$ cat src/rtl/efld_pkg.sv
// ----------------------------------------------------------------------------
// efld_pkg
// Shared constants and types of the efuse logical map decoder.
// ----------------------------------------------------------------------------
package efld_pkg;

  localparam int EFUSE_BYTES = 1024;
  localparam int PHYS_W      = $clog2(EFUSE_BYTES + 1);

  localparam int CFG_IDX_W  = 2;
  localparam int CFG_DATA_W = 11;

  localparam logic [CFG_IDX_W-1:0] REG_TARGET_OFFSET = 2'd0;
  localparam logic [CFG_IDX_W-1:0] REG_MAP_LIMIT     = 2'd1;
  localparam logic [CFG_IDX_W-1:0] REG_STOP_MARGIN   = 2'd2;

  localparam logic [9:0]  TARGET_OFFSET_RST = 10'd202;
  localparam logic [10:0] MAP_LIMIT_RST     = 11'd208;
  localparam logic [9:0]  STOP_MARGIN_RST   = 10'd8;

  localparam logic [7:0] BYTE_BLANK   = 8'hFF;
  localparam logic [4:0] EXT_HDR_CODE = 5'h0F;
  localparam logic [3:0] EXT_SKIP     = 4'hF;

  typedef struct packed {
    logic [9:0]  target_offset;
    logic [10:0] map_limit;
    logic [9:0]  stop_margin;
  } efld_cfg_t;

  typedef struct packed {
    logic       write_valid;
    logic [9:0] map_address;
    logic [7:0] map_data;
    logic       finished;
    logic [7:0] option_value;
  } efld_result_t;

endpackage

$ cat src/rtl/efld_cfg_regs.sv
// ----------------------------------------------------------------------------
// efld_cfg_regs
// Configuration registers written through the plain write port.
// ----------------------------------------------------------------------------
module efld_cfg_regs (
  input  logic                            clk,
  input  logic                            rst,
  input  logic                            cfg_we,
  input  logic [efld_pkg::CFG_IDX_W-1:0]  cfg_index,
  input  logic [efld_pkg::CFG_DATA_W-1:0] cfg_data,
  output efld_pkg::efld_cfg_t             cfg
);

  always_ff @(posedge clk) begin
    if (rst) begin
      cfg.target_offset <= efld_pkg::TARGET_OFFSET_RST;
      cfg.map_limit     <= efld_pkg::MAP_LIMIT_RST;
      cfg.stop_margin   <= efld_pkg::STOP_MARGIN_RST;
    end else if (cfg_we) begin
      case (cfg_index)
        efld_pkg::REG_TARGET_OFFSET: cfg.target_offset <= cfg_data[9:0];
        efld_pkg::REG_MAP_LIMIT:     cfg.map_limit     <= cfg_data[10:0];
        efld_pkg::REG_STOP_MARGIN:   cfg.stop_margin   <= cfg_data[9:0];
        default: ;
      endcase
    end
  end

endmodule

$ cat src/rtl/efld_parser.sv
// ----------------------------------------------------------------------------
// efld_parser
// Packet walk state and its update for each efuse byte.
// ----------------------------------------------------------------------------
module efld_parser (
  input  logic                   clk,
  input  logic                   rst,
  input  logic                   accept,
  input  logic                   command,
  input  logic [7:0]             efuse_byte,
  input  logic                   read_failed,
  input  efld_pkg::efld_cfg_t    cfg,
  output logic                   res_valid,
  output efld_pkg::efld_result_t res
);

  typedef enum logic [1:0] {PH_HEADER, PH_EXT, PH_DATA, PH_DONE} phase_t;

  localparam int PW = efld_pkg::PHYS_W;

  phase_t        parse_phase, parse_phase_next;
  logic [7:0]    saved_header, saved_header_next;
  logic [9:0]    block_base, block_base_next;
  logic [3:0]    absent_words, absent_words_next;
  logic [1:0]    word_position, word_position_next;
  logic          byte_in_word, byte_in_word_next;
  logic [PW-1:0] physical_count, physical_count_next;
  logic [7:0]    tracked_byte, tracked_byte_next;

  logic [7:0]  b;
  logic        at_limit;
  logic        past_target;
  logic [10:0] stop_point;
  logic [9:0]  idx;
  logic [2:0]  first_word;
  logic [2:0]  following_word;
  logic        wv;
  logic        fin;

  function automatic logic [2:0] next_present(input logic [3:0] mask, input logic [2:0] from);
    logic [2:0] r;
    logic       found;
    r     = 3'd4;
    found = 1'b0;
    for (int i = 0; i < 4; i++) begin
      if (!found && (3'(i) >= from) && !mask[i]) begin
        r     = 3'(i);
        found = 1'b1;
      end
    end
    return r;
  endfunction

  always_comb begin
    parse_phase_next    = parse_phase;
    saved_header_next   = saved_header;
    block_base_next     = block_base;
    absent_words_next   = absent_words;
    word_position_next  = word_position;
    byte_in_word_next   = byte_in_word;
    physical_count_next = physical_count;
    tracked_byte_next   = tracked_byte;
    wv                  = 1'b0;
    fin                 = 1'b0;
    res                 = '0;

    b = read_failed ? efld_pkg::BYTE_BLANK : efuse_byte;
    if (physical_count < PW'(efld_pkg::EFUSE_BYTES)) begin
      physical_count_next = physical_count + PW'(1);
    end
    at_limit   = physical_count_next >= PW'(efld_pkg::EFUSE_BYTES);
    stop_point = {1'b0, cfg.target_offset} + {1'b0, cfg.stop_margin};
    idx        = block_base + {7'd0, word_position, byte_in_word};
    first_word = next_present(b[3:0], 3'd0);
    following_word = next_present(absent_words, {1'b0, word_position} + 3'd1);

    case (parse_phase)
      PH_HEADER: begin
        if (b == efld_pkg::BYTE_BLANK) begin
          fin = 1'b1;
        end else if (b[4:0] == efld_pkg::EXT_HDR_CODE) begin
          saved_header_next = b;
          parse_phase_next  = PH_EXT;
        end else begin
          block_base_next = {3'd0, b[7:4], 3'd0};
        end
      end
      PH_EXT: begin
        if (b[3:0] == efld_pkg::EXT_SKIP) begin
          parse_phase_next = PH_HEADER;
          fin              = at_limit;
        end else begin
          block_base_next = {b[7:4], saved_header[7:5], 3'd0};
        end
      end
      PH_DATA: begin
        if ({1'b0, idx} < cfg.map_limit) begin
          wv              = 1'b1;
          res.map_address = idx;
          res.map_data    = b;
          if (idx == cfg.target_offset) begin
            tracked_byte_next = b;
          end
        end
        if (!byte_in_word) begin
          byte_in_word_next = 1'b1;
        end else begin
          byte_in_word_next = 1'b0;
          if (following_word[2]) begin
            word_position_next = 2'd0;
            parse_phase_next   = PH_HEADER;
            fin = ({1'b0, block_base} > stop_point) || at_limit;
          end else begin
            word_position_next = following_word[1:0];
          end
        end
      end
      default: ;
    endcase

    // open the word mask of a new packet
    if ((parse_phase == PH_HEADER && b != efld_pkg::BYTE_BLANK
         && b[4:0] != efld_pkg::EXT_HDR_CODE)
        || (parse_phase == PH_EXT && b[3:0] != efld_pkg::EXT_SKIP)) begin
      absent_words_next = b[3:0];
      byte_in_word_next = 1'b0;
      if (first_word[2]) begin
        word_position_next = 2'd0;
        parse_phase_next   = PH_HEADER;
        fin = ({1'b0, block_base_next} > stop_point) || at_limit;
      end else begin
        word_position_next = first_word[1:0];
        parse_phase_next   = PH_DATA;
      end
    end

    past_target = fin;
    if (past_target) begin
      parse_phase_next = PH_DONE;
      res.option_value = (tracked_byte_next == efld_pkg::BYTE_BLANK) ? 8'd0
                                                                     : tracked_byte_next;
    end
    res.write_valid = wv;
    res.finished    = fin;

    res_valid = accept && command && (parse_phase != PH_DONE) && (wv || fin);
  end

  always_ff @(posedge clk) begin
    if (rst || (accept && !command)) begin
      parse_phase    <= PH_HEADER;
      saved_header   <= '0;
      block_base     <= '0;
      absent_words   <= 4'hF;
      word_position  <= '0;
      byte_in_word   <= 1'b0;
      physical_count <= '0;
      tracked_byte   <= efld_pkg::BYTE_BLANK;
    end else if (accept && parse_phase != PH_DONE) begin
      parse_phase    <= parse_phase_next;
      saved_header   <= saved_header_next;
      block_base     <= block_base_next;
      absent_words   <= absent_words_next;
      word_position  <= word_position_next;
      byte_in_word   <= byte_in_word_next;
      physical_count <= physical_count_next;
      tracked_byte   <= tracked_byte_next;
    end
  end

endmodule

$ cat src/rtl/efld_out_buf.sv
// ----------------------------------------------------------------------------
// efld_out_buf
// Two-entry result buffer between the parser and the output channel.
// ----------------------------------------------------------------------------
module efld_out_buf (
  input  logic                   clk,
  input  logic                   rst,
  input  logic                   push,
  input  efld_pkg::efld_result_t push_word,
  output logic                   full,
  output logic                   out_valid,
  input  logic                   out_stall,
  output efld_pkg::efld_result_t head
);

  efld_pkg::efld_result_t entries [2];
  logic       wr_ptr;
  logic       rd_ptr;
  logic [1:0] count;
  logic       pop;

  assign out_valid = (count != 2'd0);
  assign full      = (count == 2'd2);
  assign pop       = out_valid && !out_stall;
  assign head      = entries[rd_ptr];

  always_ff @(posedge clk) begin
    if (push) begin
      entries[wr_ptr] <= push_word;
    end
  end

  always_ff @(posedge clk) begin
    if (rst) begin
      wr_ptr <= 1'b0;
      rd_ptr <= 1'b0;
      count  <= 2'd0;
    end else begin
      if (push) begin
        wr_ptr <= !wr_ptr;
      end
      if (pop) begin
        rd_ptr <= !rd_ptr;
      end
      count <= count + {1'b0, push} - {1'b0, pop};
    end
  end

endmodule

$ cat src/rtl/efuse_logical_map_decoder_unit.sv
// ----------------------------------------------------------------------------
// efuse_logical_map_decoder_unit
// Walks physical efuse bytes and parses the packets into
// logical map writes, ending with the option byte found at target_offset.
// Every accepted byte is parsed in the same cycle by the packet state
// update, so the block takes one byte per clock unless in_stall is high. Results land in a
// two-deep output buffer; in_stall rises only while both entries hold words
// that the output side has not yet taken. Bytes that cause no write and no
// finish, restarts, and bytes after the walk ended produce no output word.
// Configuration writes take effect from the next byte.
// ----------------------------------------------------------------------------
module efuse_logical_map_decoder_unit (
  input  logic                            clk,
  input  logic                            rst,
  input  logic                            cfg_we,
  input  logic [efld_pkg::CFG_IDX_W-1:0]  cfg_index,
  input  logic [efld_pkg::CFG_DATA_W-1:0] cfg_data,
  input  logic                            in_valid,
  output logic                            in_stall,
  input  logic                            command,
  input  logic [7:0]                      efuse_byte,
  input  logic                            read_failed,
  output logic                            out_valid,
  input  logic                            out_stall,
  output logic                            write_valid,
  output logic [9:0]                      map_address,
  output logic [7:0]                      map_data,
  output logic                            finished,
  output logic [7:0]                      option_value
);

  efld_pkg::efld_cfg_t    cfg;
  efld_pkg::efld_result_t res;
  efld_pkg::efld_result_t head;
  logic                   res_valid;
  logic                   full;
  logic                   accept;

  assign in_stall = full;
  assign accept   = in_valid && !full;

  efld_cfg_regs u_cfg (
    .clk       (clk),
    .rst       (rst),
    .cfg_we    (cfg_we),
    .cfg_index (cfg_index),
    .cfg_data  (cfg_data),
    .cfg       (cfg)
  );

  efld_parser u_parser (
    .clk         (clk),
    .rst         (rst),
    .accept      (accept),
    .command     (command),
    .efuse_byte  (efuse_byte),
    .read_failed (read_failed),
    .cfg         (cfg),
    .res_valid   (res_valid),
    .res         (res)
  );

  efld_out_buf u_out (
    .clk       (clk),
    .rst       (rst),
    .push      (res_valid),
    .push_word (res),
    .full      (full),
    .out_valid (out_valid),
    .out_stall (out_stall),
    .head      (head)
  );

  assign write_valid  = head.write_valid;
  assign map_address  = head.map_address;
  assign map_data     = head.map_data;
  assign finished     = head.finished;
  assign option_value = head.option_value;

endmodule

$ cat config.mk
export PLATFORM = sky130hd
export DESIGN_NAME = efuse_logical_map_decoder_unit
export DESIGN_NICKNAME = d
export VERILOG_FILES = /design/src/rtl/efld_pkg.sv /design/src/rtl/efld_cfg_regs.sv /design/src/rtl/efld_parser.sv /design/src/rtl/efld_out_buf.sv /design/src/rtl/efuse_logical_map_decoder_unit.sv
export SDC_FILE = /design/constraint.sdc
export NUM_CORES = 1
export LEC_CHECK = 0
export BUFFER_PORTS_ARGS = -buffer_cell sky130_fd_sc_hd__buf_2
export CAP_MARGIN = 5
export CORE_MARGIN = 2
export CORE_UTILIZATION = 40
export DETAILED_ROUTE_END_ITERATION = 8
export GPL_TIMING_DRIVEN = 0
export SYNTH_ARGS = -nofsm -noshare
export SYNTH_HDL_FRONTEND = slang
export SYNTH_SLANG_ARGS = --single-unit
$ cat constraint.sdc
create_clock -name clk -period 11 [get_ports clk]
set_input_delay 0 -clock clk [delete_from_list [all_inputs] [get_ports clk]]
set_output_delay 0 -clock clk [all_outputs]
set_load 0.05 [all_outputs]
==> metrics.txt, run 1 <==
DRT Wirelength 17.5 mm; Internal 1110 uW; Root Buffer clkbuf_16; post-layout min period 5060 ps; GRT Util Overall 18.3%; synthesized area 0.00742 mm2; failing checks design-rule violations; WL/cell 16.0 um; Fill cells 1632; Final Hold Vio Count 0; drc violations 7; cell depth of the worst flop-to-flop path 22; final net count 924; starting DRC count in detailed routing 346; Seq/Total Area, Yosys 43.2%; Final Slew Violations 0; PortBufs 57; Post-synth EDFFs 56; vias in the first global route 5439; CP startpoint kind flip-flop; P&R area growth vs syn 19.4%; sinks on the clock net 132; Final Instance Area 0.00885 mm2; Mean Syn Cell Area 9.90 um2; initial antenna violation count 0; fin crit share 46.0%; clock share of power 34.2%; largest net degree at the start of global routing 29; CP endpoint kind flip-flop; clk_skew 9.08 ps; CTS tree yes; XOR/XNOR Fraction of Synth Area 4.82%; TritonCTS buffer count 17; RD Place Congestion 0.873; main combinational cell family by area after synthesis simple AND/OR/NAND/NOR gates; antenna-violating nets left 0; Synth Flop Type dfxtp_1; syn_nets 825; 1st-pass router iterations 9; H-tree levels 4; vias 5715; Cell Pwr Density 196 mW/mm2; hold depth 4; met2 GRT Util 29.4%; die span in x 140 um; IO Count 58; Core Area 0.0181 mm2; Design Power 1740 uW; M1 GR Usage 25.6%; Synth Area in Compound Gates 15.0%; VDD IR max 0.0918 mV; asr flop ratio synth 0%; area share of fa/ha/maj cells after synthesis 8.30%; global-route wire length before repair 28.5 mm; Slew @ Worst Pin 834 ps; Required @ worst endpoint 11290 ps; Worst Path Max Fanout 6; Clock transition at path regs 60 ps; Die Ht 140 um; mux contribution to synthesized area 7.62%; synth unique cells 79; placed cell area 0.00800 mm2; Switch Pwr 629 uW; clock buffer depth 2; switching part of the total 36.1%; met3 Resource Use GR 3.45%; Starting Density 41.0%; Post-Synth Simple-Gate Area 17.5%; Die ar. 0.0196 mm2; Seq pwr share 34.1%; Fmax 197 MHz; share of cells above drive strength 1 17.9%; Post-Syn Instances 749; Ant. Diodes 0; Final TNS setup 0 ps; Comb power frac 31.7%; post-DR vias/cell 5.24; FP Rows 49; Clk Latency, worst-skew pair 420 ps; most used routing layer met2; CP Data Arrival Time 5350 ps; hold-fix buffers at CTS 23; gr ovfl total 0; RSZ-0062 raised after global routing no; CP Class flip-flop to flip-flop; Final Setup Violations 0; CTS resizes 0; post-synthesis register bit count 132; Final HPWL DP 13.0 mm; Lkg Pwr 0.00360 uW; Post-CTS Setup Bufs 0; Ys Warns 0; run status finished with violations; hold crit path type input pin to flip-flop; maxcap violations 0; Slew headroom 44.3%
synth_stat cells, drive strengths merged (2+ instances only):
library cell  instances  area share (%)
a21boi                3            0.30
nand3b                6            0.61
ha                   46             7.8
xnor3                 4             1.2
a21o                  7            0.71
a21oi                40             2.9
nor2                104             5.4
o21a                  3            0.32
or2                   8            0.67
nor3                 10            0.81
buf                  10            0.73
or4                   3            0.35
nand2                59             3.0
nor4                  2            0.17
nand4b                2            0.24
and3                  4            0.34
a41oi                 2            0.49
and4                  4            0.54
nand2b                5            0.42
inv                  29             1.5
xor2                 11             1.3
a2111oi               2            0.57
mux2                 28             4.3
mux2i                25             3.4
a31oi                 6            0.71
o41ai                 2            0.24
a221o                 3            0.40
a211o                11             1.3
a211oi                9            0.98
nand4                 9            0.76
o211ai                9             1.0
dfxtp                76              21
a22oi                 3            0.49
nor2b                12             1.0
o221a                 2            0.30
o21ai                35             2.4
nand3                17             1.2
fa                    2            0.54
o21bai                5            0.51
and2                 13             1.1
xnor2                16             2.0
edfxtp               56              23
clkbuf               25             1.3
or3                   5            0.42
state kept, by name, indices dropped and copies added (netlist names), named ones only:
register	flops
u_cfg.cfg	31
u_out.count	2
u_out.entries	56
u_out.rd_ptr	1
u_out.wr_ptr	1
u_parser.absent_words	3
u_parser.block_base	10
u_parser.byte_in_word	1
u_parser.parse_phase	2
u_parser.physical_count	11
u_parser.saved_header	3
u_parser.tracked_byte	8
u_parser.word_position	2
worst paths after layout:
path,endpoint,startpoint,slack [ps]
setup / recovery,u_out.count[1],u_cfg.cfg[21],5940
hold / removal,u_cfg.cfg[24],cfg_index[0],50
setup reg to reg,u_out.count[1],u_cfg.cfg[21],5940
hold reg to reg,u_cfg.cfg[12],u_cfg.cfg[12],460
cell type report:
cell class	instances	area (um2)	share of cell area, %
buffer	35	148	1.67
clock inverter	15	194	2.19
sequential	132	3200	36.2
multi-input combinational	552	3970	44.8
clock buffer	17	425	4.80
timing repair buffer	80	515	5.82
tap	229	287	3.24
inverter	30	113	1.27
cell usage in the layout, fill, tap and decap left out, types with 11 or more instances in the layout:
| cell | instances |
|---|---|
| a211o_1 | 11 |
| nand2_1 | 59 |
| edfxtp_1 | 56 |
| dfxtp_1 | 76 |
| nor2b_1 | 12 |
| xnor2_1 | 15 |
| mux2i_1 | 25 |
| ha_1 | 46 |
| o21ai_0 | 30 |
| xor2_1 | 11 |
| mux2_2 | 28 |
| clkbuf_16 | 17 |
| nor2_1 | 100 |
| nand3_1 | 16 |
| clkbuf_1 | 25 |
| dlygate4sd3_1 | 23 |
| a21oi_1 | 39 |
| buf_2 | 64 |
| inv_1 | 29 |
| and2_1 | 13 |
worst max-delay path: stages, from the launching register on:
cell      delay (ps)
dfxtp_1          340
ha_1             240
fa_1             430
a211o_1          290
o211ai_2         120
nand2b_1          90
a21oi_1          170
xor2_1           250
ha_1             280
and4_1           160
a21boi_0         120
o41ai_1          430
nor2_1           110
o211ai_2         160
or2_0            240
a31oi_4          180
o21bai_1         480
ha_1             320
inv_1             50
ha_1             140
xnor2_1          130
xnor2_1          140
nor2_1            50
per-stage QoR:
step                      setup WS [ps]  hold slack (ps)  instances  utilization, %
final                              5940             54.5       1090            49.0
after global placement             5040              243       1035            44.2
after floorplan                    6070              118        749               -
after CTS                          5890             18.5       1090            49.0
after detailed placement           5890              246       1035            44.3
after global routing               5470             75.7       1090            49.0
power by group through the flow:
stage	logic, uW	registers [uW]	clock network [uW]
after floorplan	421	595	0
after global placement	537	603	0
after detailed placement	544	603	0
after CTS	553	593	605
after global routing	600	598	627
final	551	593	595
cell families after synthesis:
logic type	Yosys count
AOI/OAI and AO/OA	152
xor gates and xnor gates	32
adders and majority gates	48
buffers and inverters	65
DFF	132
muxes	53
and+or+nand+nor	267
routing by layer:
metal / wire [um] / vias up / part of all wire [%]
met5: 0 / - / 0
met4: 161 / 0 / 0.92
met3: 641 / 12 / 3.7
met2: 8040 / 100 / 46
met1: 8640 / 2696 / 49
li1: - / 2907 / -
No activity file was read; power rests on OpenSTA's default activity.
==> inputs of run 2 (changes only) <==
Clock period 11 ns to 4.9 ns, I/O delays scaled along.
==> run 2 against run 1 <==
  * The run still ends with design-rule violations left
  * Register-to-register slack got worse by 5600 ps
  * Non-clock buffer count rose by 5
  * Via count rose by 0.75%
  * Combinational power rose by 130%
  * Clock-buffer cell count did not move
  * Final area rose by 1.2%
  * Global-route usage barely moved
  * Worst setup slack got worse by 5600 ps
  * Clock skew rose by 1.6 ps
  * Worst hold slack improved by 0.66 ps
  * First-iteration DRC count rose by 9.8%
==> metrics.txt, run 2 (synthesis results as in run 1) <==
Lkg Pwr 0.00364 uW (+0.91%); H-tree levels 4 (unchanged); RSZ-0062 raised after global routing no; vias in the first global route 5445 (+0.11%); Core Area 0.0181 mm2 (unchanged); TritonCTS buffer count 17 (unchanged); drc violations 7 (unchanged); RD Place Congestion 0.873 (unchanged); Final TNS setup 0 ps (unchanged); hold crit path type input pin to flip-flop; global-route wire length before repair 28.5 mm (+0.15%); CP Class flip-flop to flip-flop; fin cells 1097 (+0.64%); Die ar. 0.0196 mm2 (unchanged); failing checks design-rule violations; fin crit share 92.3% (+46 points); IO Count 58 (unchanged); Final Slew Violations 0 (unchanged); gr ovfl total 0 (unchanged); Fill cells 1626 (-0.37%); hold_ws 55.2 ps (+0.656 ps); final net count 931 (+0.76%); antenna-violating nets left 0 (unchanged); Ant. Diodes 0 (unchanged); P&R area growth vs syn 20.8%; CP startpoint kind flip-flop; 1st-pass router iterations 9 (unchanged); initial antenna violation count 0 (unchanged); post-layout min period 4520 ps (-542 ps); most common cell after layout, fill and taps aside nor2_1; Cell Pwr Density 441 mW/mm2 (+120%); FP Rows 49 (unchanged); WL/cell 16.4 um (+2.2%); CP Data Arrival Time 4570 ps (-780 ps); Final Hold Vio Count 0 (unchanged); CP endpoint kind flip-flop; Final Setup Violations 0 (unchanged); Design Power 3950 uW (+130%); CTS tree yes; clock buffer depth 2 (unchanged); starting DRC count in detailed routing 380 (+9.8%); largest net degree at the start of global routing 29 (unchanged); Slew headroom 49.2% (+4.9 points); DRT Wirelength 18.0 mm (+2.9%); PortBufs 57 (unchanged); largest registers u_out.entries (56), u_cfg.cfg (31), u_parser.physical_count (11); Clk Latency, worst-skew pair 420 ps (about the same); vias 5758 (+0.75%); Die Ht 140 um (unchanged); Fmax 221 MHz (+12%); Required @ worst endpoint 4950 ps (-6340 ps); Final HPWL DP 13.0 mm (unchanged); maxcap violations 0 (unchanged); post-DR vias/cell 5.25 (+0.11%); die span in x 140 um (unchanged); Root Buffer clkbuf_16; Starting Density 41.0% (unchanged); share of cells above drive strength 1 19.5% (+1.6 points); clk_skew 10.7 ps (+1.61 ps); GRT Util Overall 18.3% (about the same); sinks on the clock net 132 (unchanged); max reg flops 56 (unchanged); run status finished with violations; most frequent cells in the layout nor2_1 (100), dfxtp_1 (76), buf_2 (64); Slew @ Worst Pin 761 ps (-72.5 ps); Placed Instances 1035 (unchanged); VDD IR max 0.211 mV (+130%); Most flops, register u_out.entries; Worst Path Max Fanout 14 (+8); Clock transition at path regs 60 ps (about the same)
## run 2: cell count changes in the layout (fill, tap and decap cells not counted), sizes merged
cell	previous run	this run
buf	67	72
nor2	104	106
## run 2: path summary, 6_finish.rpt
path	startpoint	to	slack, ps	depth (start not counted)
min	cfg_index[0]	u_cfg.cfg[24]	60	4
min reg2reg	u_cfg.cfg[12]	u_cfg.cfg[12]	460	2
max reg2reg	u_parser.parse_phase[1]	u_out.entries[0][18]	380	16
max	u_parser.parse_phase[1]	u_out.entries[0][18]	380	16
## run 2: per-stage QoR
step / setup slack, ps / instance area [um2] / utilization [%]
final: 377 / 8960 / 49.5
after global routing: 47.2 / 8960 / 49.5
after CTS: 45.4 / 8860 / 49.0
after detailed placement: -208 / 8000 / 44.3
after global placement: -1060 / 7990 / 44.2
after floorplan: -27.3 / 7420 / -
## run 2: power breakdown
part	internal, uW	switching (uW)	total, uW
logic	428	853	1280
registers	1270	62.5	1330
clock network	814	524	1340
total	2510	1440	3950
## run 2: layout make-up
cell class	count	area, um2	share of cell area (%)
Buffer	35	148	1.65
Sequential cell	132	3200	35.8
Inverter	30	113	1.26
Clock buffer	17	425	4.75
Multi-Input combinational cell	554	4040	45.0
Timing Repair Buffer	85	553	6.17
Clock inverter	15	194	2.17
Tap cell	229	287	3.20
## run 2: timing repair
| item | 4_1_cts | 5_1_grt |
|---|---|---|
| gates cloned | 0 | 2 |
| setup buffers | 0 | 5 |
| endpoints found under the hold margin | 43 | 0 |
| hold buffers | 23 | 0 |
| gates resized for setup | 2 | 9 |
| pin swaps | 0 | 7 |
| endpoints found under the setup margin | 6 | 58 |
## run 2: worst max-delay path, cell delays in order (launching register included)
cell	delay, ps
dfxtp_1	410
inv_1	90
ha_1	180
clkbuf_1	190
o21ai_0	250
o21ai_2	170
a221o_1	430
ha_1	300
and4_1	230
a21boi_0	240
o41ai_2	100
nor2_1	140
o211ai_2	90
or2_1	290
a31oi_4	270
o21bai_4	140
nor2_2	620
## run 2: layer usage
layer  wire [um]  part of all wire (%)  GRT usage (%)
met5           0                     0              0
met2        8330                    46           29.5
met4         156                  0.87           4.78
met3         634                   3.5           3.45
met1        8870                    49           25.5
